--- config.mk ---
export PLATFORM = sky130hd
export DESIGN_NAME = servo_status_packet_receiver_unit
export DESIGN_NICKNAME = d
export VERILOG_FILES = /design/src/hw/rtl/sspr_pkg.sv /design/src/hw/rtl/sspr_buf.sv /design/src/hw/rtl/sspr_queue.sv /design/src/hw/rtl/sspr_front.sv /design/src/hw/rtl/sspr_back.sv /design/src/hw/rtl/servo_status_packet_receiver_unit.sv
export SDC_FILE = /design/constraint.sdc
export NUM_CORES = 1
export LEC_CHECK = 0
export ABC_CLOCK_PERIOD_IN_PS = 16200
export BUFFER_PORTS_ARGS = -buffer_cell sky130_fd_sc_hd__buf_4
export CAP_MARGIN = 20
export CORE_UTILIZATION = 30
export DETAILED_ROUTE_END_ITERATION = 8
export GPL_ROUTABILITY_DRIVEN = 0
export HOLD_SLACK_MARGIN = 0.1
export PLACE_DENSITY_LB_ADDON = 0.15
export SETUP_SLACK_MARGIN = 0.4
export SYNTH_ARGS = -nofsm -noshare
export SYNTH_HDL_FRONTEND = slang
export SYNTH_SLANG_ARGS = --single-unit
--- constraint.sdc ---
create_clock -name clk -period 16.2 [get_ports clk]
set_input_delay 3.24 -clock clk [delete_from_list [all_inputs] [get_ports clk]]
set_output_delay 3.24 -clock clk [all_outputs]
set_load 0.03 [all_outputs]
--- src/hw/rtl/sspr_pkg.sv ---
// Shared types and constants for the servo status packet receiver.
package sspr_pkg;

  // Item modes
  localparam logic [1:0] MODE_START = 2'd0;
  localparam logic [1:0] MODE_BYTE  = 2'd1;
  localparam logic [1:0] MODE_TICK  = 2'd2;

  // Result status codes
  localparam logic [2:0] ST_SUCCESS  = 3'd0;
  localparam logic [2:0] ST_TIMEOUT  = 3'd1;
  localparam logic [2:0] ST_CHECKSUM = 3'd2;
  localparam logic [2:0] ST_OVERFLOW = 3'd3;
  localparam logic [2:0] ST_CORRUPT  = 3'd4;

  // Register indexes (paddr[2])
  localparam logic REG_TIMEOUT      = 1'b0;
  localparam logic REG_LENGTH_LIMIT = 1'b1;

  localparam logic [15:0] TIMEOUT_RESET      = 16'd1000;
  localparam logic [7:0]  LENGTH_LIMIT_RESET = 8'd54;

  localparam logic [7:0] SYNC_BYTE = 8'hFF;

  // Two sync bytes, id and length precede the length-counted bytes
  localparam int PKT_OVERHEAD = 4;
  // Buffer index of the first parameter byte
  localparam int PARAM_BASE   = 5;
  localparam int MAX_RESULTS  = 52;
  localparam int NPW          = $clog2(MAX_RESULTS + 1);

  typedef struct packed {
    logic [1:0] mode;
    logic [7:0] rx_byte;
  } item_t;

  typedef struct packed {
    logic [2:0] status;
    logic [7:0] servo_id;
    logic [7:0] servo_error;
    logic [7:0] param_byte;
    logic       param_valid;
    logic       last;
  } result_t;

  typedef struct packed {
    logic [15:0] timeout_ticks;
    logic [7:0]  length_limit;
  } cfg_t;

  // One finished receive attempt handed from front to back
  typedef struct packed {
    logic [2:0]     status;
    logic [7:0]     servo_id;
    logic [7:0]     servo_error;
    logic [NPW-1:0] param_count;
  } job_t;

  typedef enum logic [1:0] {
    BK_IDLE,
    BK_FETCH,
    BK_EMIT
  } back_state_t;

endpackage

--- src/hw/rtl/sspr_buf.sv ---
// Packet byte buffer: one write port, one registered read port.
module sspr_buf #(
  parameter int DEPTH = 56,
  parameter int AW    = $clog2(DEPTH)
) (
  input  logic          clk,
  input  logic          wr_en,
  input  logic [AW-1:0] wr_addr,
  input  logic [7:0]    wr_data,
  input  logic          rd_en,
  input  logic [AW-1:0] rd_addr,
  output logic [7:0]    rd_data
);

  logic [7:0] mem [DEPTH];

  always_ff @(posedge clk) begin
    if (wr_en) begin
      mem[wr_addr] <= wr_data;
    end
  end

  always_ff @(posedge clk) begin
    if (rd_en) begin
      rd_data <= mem[rd_addr];
    end
  end

endmodule

--- src/hw/rtl/sspr_queue.sv ---
// Short job queue between the packet front end and the result back end.
module sspr_queue #(
  parameter int DEPTH = 2
) (
  input  logic          clk,
  input  logic          rst,
  input  logic          push,
  input  sspr_pkg::job_t push_job,
  input  logic          pop,
  output sspr_pkg::job_t head,
  output logic          full,
  output logic          empty
);

  localparam int PW  = $clog2(DEPTH);
  localparam int CTW = $clog2(DEPTH + 1);

  sspr_pkg::job_t entries [DEPTH];
  logic [PW-1:0]  wr_ptr;
  logic [PW-1:0]  rd_ptr;
  logic [CTW-1:0] count;

  assign full  = (count == CTW'(DEPTH));
  assign empty = (count == '0);
  assign head  = entries[rd_ptr];

  always_ff @(posedge clk) begin
    if (push) begin
      entries[wr_ptr] <= push_job;
    end
  end

  always_ff @(posedge clk) begin
    if (rst) begin
      wr_ptr <= '0;
      rd_ptr <= '0;
      count  <= '0;
    end else begin
      if (push) begin
        wr_ptr <= (wr_ptr == PW'(DEPTH - 1)) ? '0 : wr_ptr + PW'(1);
      end
      if (pop) begin
        rd_ptr <= (rd_ptr == PW'(DEPTH - 1)) ? '0 : rd_ptr + PW'(1);
      end
      if (push && !pop) begin
        count <= count + CTW'(1);
      end else if (pop && !push) begin
        count <= count - CTW'(1);
      end
    end
  end

  overflow_chk: assert property (@(posedge clk) disable iff (rst) push |-> !full || pop)
    else $error("job pushed into a full queue");
  underflow_chk: assert property (@(posedge clk) disable iff (rst) pop |-> !empty)
    else $error("job popped from an empty queue");

endmodule

--- src/hw/rtl/sspr_front.sv ---
// Front end: sync hunt, packet capture, checksum and timeout tracking.
module sspr_front #(
  parameter int BUF_BYTES = 56,
  parameter int AW        = $clog2(BUF_BYTES)
) (
  input  logic            clk,
  input  logic            rst,
  input  logic            item_valid,
  output logic            item_ready,
  input  sspr_pkg::item_t item,
  input  sspr_pkg::cfg_t  cfg,
  input  logic            q_full,
  output logic            push,
  output sspr_pkg::job_t  push_job,
  output logic            wr_en,
  output logic [AW-1:0]   wr_addr,
  output logic [7:0]      wr_data,
  input  logic            release_buf
);

  localparam int CW = $clog2(BUF_BYTES + 1);
  localparam int LW = (CW > 9) ? CW : 9;

  logic          armed, armed_next;
  logic [1:0]    sync_seen, sync_seen_next;
  logic          in_packet, in_packet_next;
  logic [CW-1:0] byte_count, byte_count_next;
  logic [2:0]    pend_err, pend_err_next;
  logic [15:0]   idle_ticks, idle_ticks_next;
  logic [7:0]    id_reg, id_reg_next;
  logic [7:0]    len_reg, len_reg_next;
  logic [7:0]    err_reg, err_reg_next;
  logic [7:0]    sum_excl, sum_excl_next;
  logic [7:0]    last_byte, last_byte_next;
  logic          locked, locked_next;

  logic          accept;
  logic          pkt_byte;
  logic [7:0]    b;
  logic          store_ok;
  logic [CW-1:0] bc_inc;
  logic [7:0]    len_v;
  logic [7:0]    err_v;
  logic [7:0]    sum_new;
  logic [7:0]    last_new;
  logic          csum_ok;
  logic          at_end;
  logic          past_len;
  logic [7:0]    np_raw;
  logic [7:0]    np_cap;
  logic [15:0]   idle_inc;

  assign item_ready = !q_full && !locked;
  assign accept     = item_valid && item_ready;
  assign b          = item.rx_byte;

  // Packet byte arithmetic, used when the byte belongs to the packet
  assign store_ok = (byte_count < CW'(BUF_BYTES));
  assign bc_inc   = store_ok ? byte_count + CW'(1) : byte_count;
  assign len_v    = (store_ok && byte_count == CW'(3)) ? b : len_reg;
  assign err_v    = (store_ok && byte_count == CW'(4)) ? b : err_reg;
  assign sum_new  = !store_ok ? sum_excl :
                    (byte_count == CW'(2)) ? 8'h00 : 8'(sum_excl + last_byte);
  assign last_new = store_ok ? b : last_byte;
  // Sum of id..last parameter sits in sum_new; checksum byte is last_new
  assign csum_ok  = ((~sum_new) == last_new);
  assign past_len = (bc_inc > CW'(3));
  assign at_end   = (LW'(bc_inc) == (LW'(len_v) + LW'(sspr_pkg::PKT_OVERHEAD)));
  assign np_raw   = (len_v >= 8'd2) ? len_v - 8'd2 : 8'd0;
  assign np_cap   = (np_raw > 8'(sspr_pkg::MAX_RESULTS)) ? 8'(sspr_pkg::MAX_RESULTS) : np_raw;
  assign idle_inc = (idle_ticks != 16'hFFFF) ? idle_ticks + 16'd1 : idle_ticks;

  always_comb begin
    armed_next      = armed;
    sync_seen_next  = sync_seen;
    in_packet_next  = in_packet;
    byte_count_next = byte_count;
    pend_err_next   = pend_err;
    idle_ticks_next = idle_ticks;
    id_reg_next     = id_reg;
    len_reg_next    = len_reg;
    err_reg_next    = err_reg;
    sum_excl_next   = sum_excl;
    last_byte_next  = last_byte;
    locked_next     = locked && !release_buf;
    push            = 1'b0;
    push_job        = '0;
    wr_en           = 1'b0;
    wr_addr         = '0;
    wr_data         = b;
    pkt_byte        = 1'b0;

    if (accept) begin
      unique case (item.mode)
        sspr_pkg::MODE_START: begin
          armed_next      = 1'b1;
          sync_seen_next  = 2'd0;
          in_packet_next  = 1'b0;
          byte_count_next = '0;
          pend_err_next   = sspr_pkg::ST_TIMEOUT;
          idle_ticks_next = 16'd0;
        end
        sspr_pkg::MODE_BYTE: begin
          if (armed) begin
            if (in_packet) begin
              pkt_byte = 1'b1;
            end else if (b == sspr_pkg::SYNC_BYTE) begin
              // third sync byte in a row is dropped
              if (sync_seen < 2'd2) begin
                wr_en           = 1'b1;
                wr_addr         = AW'(sync_seen);
                sync_seen_next  = sync_seen + 2'd1;
                byte_count_next = CW'(sync_seen) + CW'(1);
                idle_ticks_next = 16'd0;
              end
            end else if (sync_seen == 2'd1) begin
              sync_seen_next  = 2'd0;
              byte_count_next = '0;
            end else if (sync_seen == 2'd2) begin
              in_packet_next = 1'b1;
              pkt_byte       = 1'b1;
            end
          end
        end
        sspr_pkg::MODE_TICK: begin
          if (armed) begin
            idle_ticks_next = idle_inc;
            if (idle_inc >= cfg.timeout_ticks) begin
              push               = 1'b1;
              push_job.status    = pend_err;
              armed_next         = 1'b0;
              in_packet_next     = 1'b0;
              sync_seen_next     = 2'd0;
            end
          end
        end
        default: begin
        end
      endcase
    end

    if (pkt_byte) begin
      idle_ticks_next = 16'd0;
      if (store_ok) begin
        wr_en           = 1'b1;
        wr_addr         = byte_count[AW-1:0];
        byte_count_next = bc_inc;
        sum_excl_next   = sum_new;
        last_byte_next  = last_new;
        if (byte_count == CW'(2)) id_reg_next  = b;
        if (byte_count == CW'(3)) len_reg_next = b;
        if (byte_count == CW'(4)) err_reg_next = b;
      end else begin
        pend_err_next = sspr_pkg::ST_OVERFLOW;
      end
      if (past_len) begin
        if (len_v > cfg.length_limit) begin
          pend_err_next = sspr_pkg::ST_CORRUPT;
        end
        if (at_end) begin
          if (csum_ok) begin
            push                 = 1'b1;
            push_job.status      = sspr_pkg::ST_SUCCESS;
            push_job.servo_id    = (byte_count == CW'(2)) ? b : id_reg;
            push_job.servo_error = (len_v >= 8'd2) ? err_v : 8'd0;
            push_job.param_count = np_cap[sspr_pkg::NPW-1:0];
            armed_next           = 1'b0;
            in_packet_next       = 1'b0;
            sync_seen_next       = 2'd0;
            // hold the buffer until the back end has read the parameters
            locked_next          = 1'b1;
          end else begin
            pend_err_next = sspr_pkg::ST_CHECKSUM;
          end
        end
      end
    end
  end

  always_ff @(posedge clk) begin
    if (rst) begin
      armed      <= 1'b0;
      sync_seen  <= 2'd0;
      in_packet  <= 1'b0;
      byte_count <= '0;
      pend_err   <= sspr_pkg::ST_TIMEOUT;
      idle_ticks <= 16'd0;
      locked     <= 1'b0;
    end else begin
      armed      <= armed_next;
      sync_seen  <= sync_seen_next;
      in_packet  <= in_packet_next;
      byte_count <= byte_count_next;
      pend_err   <= pend_err_next;
      idle_ticks <= idle_ticks_next;
      locked     <= locked_next;
    end
  end

  always_ff @(posedge clk) begin
    id_reg    <= id_reg_next;
    len_reg   <= len_reg_next;
    err_reg   <= err_reg_next;
    sum_excl  <= sum_excl_next;
    last_byte <= last_byte_next;
  end

  no_write_locked: assert property (@(posedge clk) disable iff (rst) locked |-> !wr_en)
    else $error("packet buffer written while the back end reads it");

endmodule

--- src/hw/rtl/sspr_back.sv ---
// Back end: expands queued jobs into result items through an output register.
module sspr_back #(
  parameter int BUF_BYTES = 56,
  parameter int AW        = $clog2(BUF_BYTES)
) (
  input  logic              clk,
  input  logic              rst,
  input  sspr_pkg::job_t    q_job,
  input  logic              q_empty,
  output logic              pop,
  output logic              rd_en,
  output logic [AW-1:0]     rd_addr,
  input  logic [7:0]        rd_data,
  output logic              result_valid,
  input  logic              result_ready,
  output sspr_pkg::result_t result,
  output logic              release_buf
);

  localparam int NPW = sspr_pkg::NPW;

  sspr_pkg::back_state_t state, state_next;
  logic [NPW-1:0] idx;
  logic [NPW-1:0] np;
  logic           out_accept;

  assign out_accept = result_valid && result_ready;

  always_comb begin
    state_next = state;
    unique case (state)
      sspr_pkg::BK_IDLE: begin
        if (!q_empty) begin
          state_next = (q_job.param_count != '0) ? sspr_pkg::BK_FETCH : sspr_pkg::BK_EMIT;
        end
      end
      sspr_pkg::BK_FETCH: state_next = sspr_pkg::BK_EMIT;
      sspr_pkg::BK_EMIT: begin
        if (out_accept) begin
          state_next = result.last ? sspr_pkg::BK_IDLE : sspr_pkg::BK_FETCH;
        end
      end
      default: state_next = sspr_pkg::BK_IDLE;
    endcase
  end

  always_comb begin
    pop          = 1'b0;
    rd_en        = 1'b0;
    rd_addr      = AW'(sspr_pkg::PARAM_BASE);
    result_valid = 1'b0;
    release_buf  = 1'b0;
    unique case (state)
      sspr_pkg::BK_IDLE: begin
        pop   = !q_empty;
        rd_en = !q_empty && (q_job.param_count != '0);
      end
      sspr_pkg::BK_FETCH: begin
      end
      sspr_pkg::BK_EMIT: begin
        result_valid = 1'b1;
        if (out_accept) begin
          if (result.last) begin
            release_buf = (result.status == sspr_pkg::ST_SUCCESS);
          end else begin
            // prefetch the next parameter
            rd_en   = 1'b1;
            rd_addr = AW'(sspr_pkg::PARAM_BASE) + AW'(idx) + AW'(1);
          end
        end
      end
      default: begin
      end
    endcase
  end

  always_ff @(posedge clk) begin
    if (rst) begin
      state <= sspr_pkg::BK_IDLE;
    end else begin
      state <= state_next;
    end
  end

  always_ff @(posedge clk) begin
    unique case (state)
      sspr_pkg::BK_IDLE: begin
        if (pop) begin
          idx                <= '0;
          np                 <= q_job.param_count;
          result.status      <= q_job.status;
          result.servo_id    <= q_job.servo_id;
          result.servo_error <= q_job.servo_error;
          result.param_byte  <= 8'd0;
          result.param_valid <= 1'b0;
          result.last        <= 1'b1;
        end
      end
      sspr_pkg::BK_FETCH: begin
        result.param_byte  <= rd_data;
        result.param_valid <= 1'b1;
        result.last        <= ((idx + NPW'(1)) == np);
      end
      sspr_pkg::BK_EMIT: begin
        if (out_accept && !result.last) begin
          idx <= idx + NPW'(1);
        end
      end
      default: begin
      end
    endcase
  end

  param_only_success: assert property (@(posedge clk) disable iff (rst)
      result_valid && result.param_valid |-> result.status == sspr_pkg::ST_SUCCESS)
    else $error("parameter byte carried by a failure result");
  failure_is_last: assert property (@(posedge clk) disable iff (rst)
      result_valid && result.status != sspr_pkg::ST_SUCCESS |-> result.last)
    else $error("failure result not marked last");

endmodule

--- src/hw/rtl/servo_status_packet_receiver_unit.sv ---
// Top level of the servo status packet receiver.
//
// Items enter on item_valid/item_ready: a start item arms a receive attempt,
// byte items carry received bus bytes, tick items advance the idle timer.
// The front end hunts for the two sync bytes, stores the packet in a buffer
// and checks length and checksum; each finished attempt becomes one job in a
// two-entry queue. The back end turns a job into result items on
// result_valid/result_ready: one per parameter byte (last flag on the final
// one), or a single item for a parameterless packet or a failure.
// The result item of a failure or an empty packet passes through the job
// queue and the back end's output register after the input item that ends
// the attempt; each parameter byte is first fetched through the buffer's
// registered read port and then offered. After each accepted result the back
// end passes through its fetch or idle state before it offers another.
// While a good packet's parameters are still being read out, the front end
// holds item_ready low; a stalled result side stops the back end only, until
// the queue fills. Reset disarms the receiver, empties the queue and loads
// timeout_ticks = 1000 and length_limit = 54; no buffer clearing is needed.
module servo_status_packet_receiver_unit #(
  parameter int BUF_BYTES   = 56,
  parameter int QUEUE_DEPTH = 2
) (
  input  logic              clk,
  input  logic              rst,
  input  logic              item_valid,
  output logic              item_ready,
  input  sspr_pkg::item_t   item,
  output logic              result_valid,
  input  logic              result_ready,
  output sspr_pkg::result_t result,
  input  logic              psel,
  input  logic              penable,
  input  logic              pwrite,
  input  logic [2:0]        paddr,
  input  logic [31:0]       pwdata,
  output logic [31:0]       prdata,
  output logic              pready
);

  localparam int AW = $clog2(BUF_BYTES);

  sspr_pkg::cfg_t cfg;
  sspr_pkg::job_t push_job;
  sspr_pkg::job_t q_job;
  logic           push, pop, q_full, q_empty;
  logic           wr_en, rd_en;
  logic [AW-1:0]  wr_addr, rd_addr;
  logic [7:0]     wr_data, rd_data;
  logic           release_buf;
  logic           cfg_write;

  assign pready    = 1'b1;
  assign cfg_write = psel && penable && pwrite;

  always_ff @(posedge clk) begin
    if (rst) begin
      cfg.timeout_ticks <= sspr_pkg::TIMEOUT_RESET;
      cfg.length_limit  <= sspr_pkg::LENGTH_LIMIT_RESET;
    end else if (cfg_write) begin
      unique case (paddr[2])
        sspr_pkg::REG_TIMEOUT:      cfg.timeout_ticks <= pwdata[15:0];
        sspr_pkg::REG_LENGTH_LIMIT: cfg.length_limit  <= pwdata[7:0];
        default: begin
        end
      endcase
    end
  end

  always_comb begin
    unique case (paddr[2])
      sspr_pkg::REG_TIMEOUT:      prdata = {16'd0, cfg.timeout_ticks};
      sspr_pkg::REG_LENGTH_LIMIT: prdata = {24'd0, cfg.length_limit};
      default:                    prdata = 32'd0;
    endcase
  end

  sspr_front #(
    .BUF_BYTES (BUF_BYTES),
    .AW        (AW)
  ) u_front (
    .clk         (clk),
    .rst         (rst),
    .item_valid  (item_valid),
    .item_ready  (item_ready),
    .item        (item),
    .cfg         (cfg),
    .q_full      (q_full),
    .push        (push),
    .push_job    (push_job),
    .wr_en       (wr_en),
    .wr_addr     (wr_addr),
    .wr_data     (wr_data),
    .release_buf (release_buf)
  );

  sspr_buf #(
    .DEPTH (BUF_BYTES),
    .AW    (AW)
  ) u_buf (
    .clk     (clk),
    .wr_en   (wr_en),
    .wr_addr (wr_addr),
    .wr_data (wr_data),
    .rd_en   (rd_en),
    .rd_addr (rd_addr),
    .rd_data (rd_data)
  );

  sspr_queue #(
    .DEPTH (QUEUE_DEPTH)
  ) u_queue (
    .clk      (clk),
    .rst      (rst),
    .push     (push),
    .push_job (push_job),
    .pop      (pop),
    .head     (q_job),
    .full     (q_full),
    .empty    (q_empty)
  );

  sspr_back #(
    .BUF_BYTES (BUF_BYTES),
    .AW        (AW)
  ) u_back (
    .clk          (clk),
    .rst          (rst),
    .q_job        (q_job),
    .q_empty      (q_empty),
    .pop          (pop),
    .rd_en        (rd_en),
    .rd_addr      (rd_addr),
    .rd_data      (rd_data),
    .result_valid (result_valid),
    .result_ready (result_ready),
    .result       (result),
    .release_buf  (release_buf)
  );

endmodule

==> impl_metrics.ini <==
[layout]
final_util_pct = 34.9
final_cell_mix = edfxtp_1 (587), nand2_1 (311), nor2_1 (135)
fillCellCount = 9108
fin_nets = 2379
final_common_cell = edfxtp_1
syn_to_final_growth_pct = 15.0
regMostFlops = u_buf.mem
drive_gt1_share_pct = 12.8
top_regs = u_buf.mem (448), u_queue.entries (50), u_back.result (29)
largest_reg_flops = 448

[drt]
drtIter0Drc = 1259
first_pass_iters = 5
avgRoutedWirePerCell_um = 22.0
drc = 0
finalWirelength_mm = 78.9
antenna_left = 0
vias_per_cell = 5.02
vias = 18010

[grt]
grtUsageTotal_pct = 16.5
antenna_found_initial = 3
grt_pass1_wl_mm = 117
grt_pass1_vias = 18060
grt_max_degree = 74
globalRouteOverflowTotal = 0

[logic_synthesis]
async_flop_share_pct = 0
ys_ff_latch = 648
synth_area_leaders = edfxtp_1 (62%), dfxtp_1 (4.3%), nand2_1 (4.2%)
yosysTopAreaCellShare_pct = 62.3
synth_edf_count = 587
syn_avg_cell_area_um2 = 12.7
yosysTopAreaCell = edfxtp_1
synth_warnings = 0
yosysSeqAreaShare_pct = 66.6
ys_types = 84
ys.flop_type = edfxtp_1
syn-instance-count = 2222
syn-cell-area_um2 = 28300

[floorplan]
die_h_um = 309
dieArea_um2 = 95500
die_x_um = 309
initial_core_util_pct = 30.3
core-area_um2 = 93300
num_rows = 112
ios = 116

[power]
p_sw_share_pct = 26.7
powerDensity_nw_per_um2 = 126
p_comb_share_pct = 13.3
p_switching_uw = 1090
p_total_uw = 4090
clockPowerShare_pct = 39.8
p_int_uw = 3000
p_leak_uw = 0.0110
seqPwrFrac_pct = 46.9
ir_drop_mv = 0.0747

[setup_path]
cp_data_required_time_ns = 12.96
cp_max_fo = 26
start_kind = input port
r2r_end = u_queue.count[1]$_SDFFE_PP0P_
cp-startpoint = paddr[2]
crit_path_end_kind = output pin
cp.arrival_ns = 4.05
critPathKind = in -> out
reg2reg_slack_ns = 10.77
timing.rr.start = u_front.idle_ticks[3]$_SDFFE_PP0P_
rr_worst_depth = 18

[clock_tree]
path_clk_slew_ns = 0.05
post-cts-setup-buffers = 0
insertion_delay_ns = 0.63
cts_root_buf = clkbuf_16
cts.sinks = 648
cts_buffer_depth = 3
holdBufCountCts = 0
htree_levels = 3
post_cts_resized = 0
cts_tree = built
numCtsBuffers = 74

[sta]
setup_violations = 0
period_minus_slack_ns = 7.29
maxSlewHeadroom_pct = 32.1
setup_tns_ns = 0
hold_violations = 0
rsz0062_at_grt = no
fmaxAchievable_mhz = 137
worst_slew_pin_slew_ns = 1.02
post-route-period-util_pct = 45.0
final_max_slew_viol_count = 0
clock_skew_ns = 0.0247

[placed_design]
dp_hpwl_mm = 50.3
port-buffer-count = 80

[run_status]
status = complete, no violations

[flow_run]
maxCapViolations = 0

[hold_path]
holdPathStages = 2
hp-class = reg -> reg
worstHoldStart = cfg[10]$_SDFFE_PP0P_
holdPathEnd = cfg[10]$_SDFFE_PP0P_
-- per-layer routing --
metal	routed length, um	global-route usage (%)
met2	37400	27.1
met1	35300	22.1
met4	2000	5.15
met3	4170	2.74
met5	0	0
-- power by group through the flow --
stage	sequential, uW	combinational [uW]	clock (uW)
6_report	1920	544	1630
4_1_cts	1920	557	1670
3_5_place_dp	1950	556	0
5_1_grt	1920	583	1730
3_3_place_gp	1950	542	0
2_1_floorplan	2000	278	0
-- Yosys cell counts (all sizes together) (9+ instances only) --
cell / number
mux2: 35
a21oi: 113
inv: 53
o221ai: 56
a211oi: 27
o211ai: 16
o21ai: 55
dfxtp: 61
nor2b: 17
and2: 18
nand3: 130
nand2b: 9
clkbuf: 112
a211o: 11
mux2i: 75
nand2: 315
a21o: 9
ha: 47
o22a: 25
a22oi: 11
xnor2: 29
edfxtp: 587
nor2: 139
xor2: 21
nand4: 16
a31oi: 30
or3: 10
and3: 33
nor3: 16
buf: 41
a311oi: 31
-- logic make-up after synthesis --
group | count (synthesis) | synth area share [%]
mux | 110 | 4.15
xor+xnor | 51 | 1.63
simple gates | 736 | 11.9
buf+inv | 207 | 3.07
other cells | 2 | 0.0265
compound gates | 420 | 10.4
fa+ha+maj | 48 | 2.15
flops | 648 | 66.6
-- worst max path at each step --
stage and end:
6_report prdata[0], 3_3_place_gp u_buf.mem[50][6]$_DFFE_PP_, 2_1_floorplan prdata[6], 3_5_place_dp u_buf.mem[50][6]$_DFFE_PP_, 5_1_grt u_buf.mem[2][6]$_DFFE_PP_, 4_1_cts prdata[0]
-- cell type report --
| type | count | area [um2] | share of cell area [%] |
|---|---|---|---|
| tap | 1254 | 1570 | 4.82 |
| sequential | 648 | 18800 | 57.9 |
| multi-input combinational | 1382 | 8670 | 26.7 |
| timing repair buffer | 119 | 913 | 2.81 |
| clock inverter | 36 | 350 | 1.08 |
| antenna | 1 | 2.50 | 0.00769 |
| clock buffer | 97 | 1980 | 6.08 |
| inverter | 54 | 203 | 0.623 |
-- worst max-delay path, stage by stage --
cell and delay (ns):
buf_4 0.24, mux2_2 0.39, buf_4 0.17
-- stage by stage --
stage / hold WS, ns / worst slack (ns) / cell area [um2] / cells
finish: 0.453 / 8.91 / 32500 / 3591
floorplan: 0.436 / 8.66 / 28300 / 2237
detailed placement: 0.446 / 8.34 / 30200 / 3457
global placement: 0.445 / 8.51 / 30200 / 3456
global route: 0.473 / 8.73 / 32500 / 3590
CTS: 0.454 / 8.90 / 32500 / 3590
Note: power is estimated with default switching activity, not from simulation.
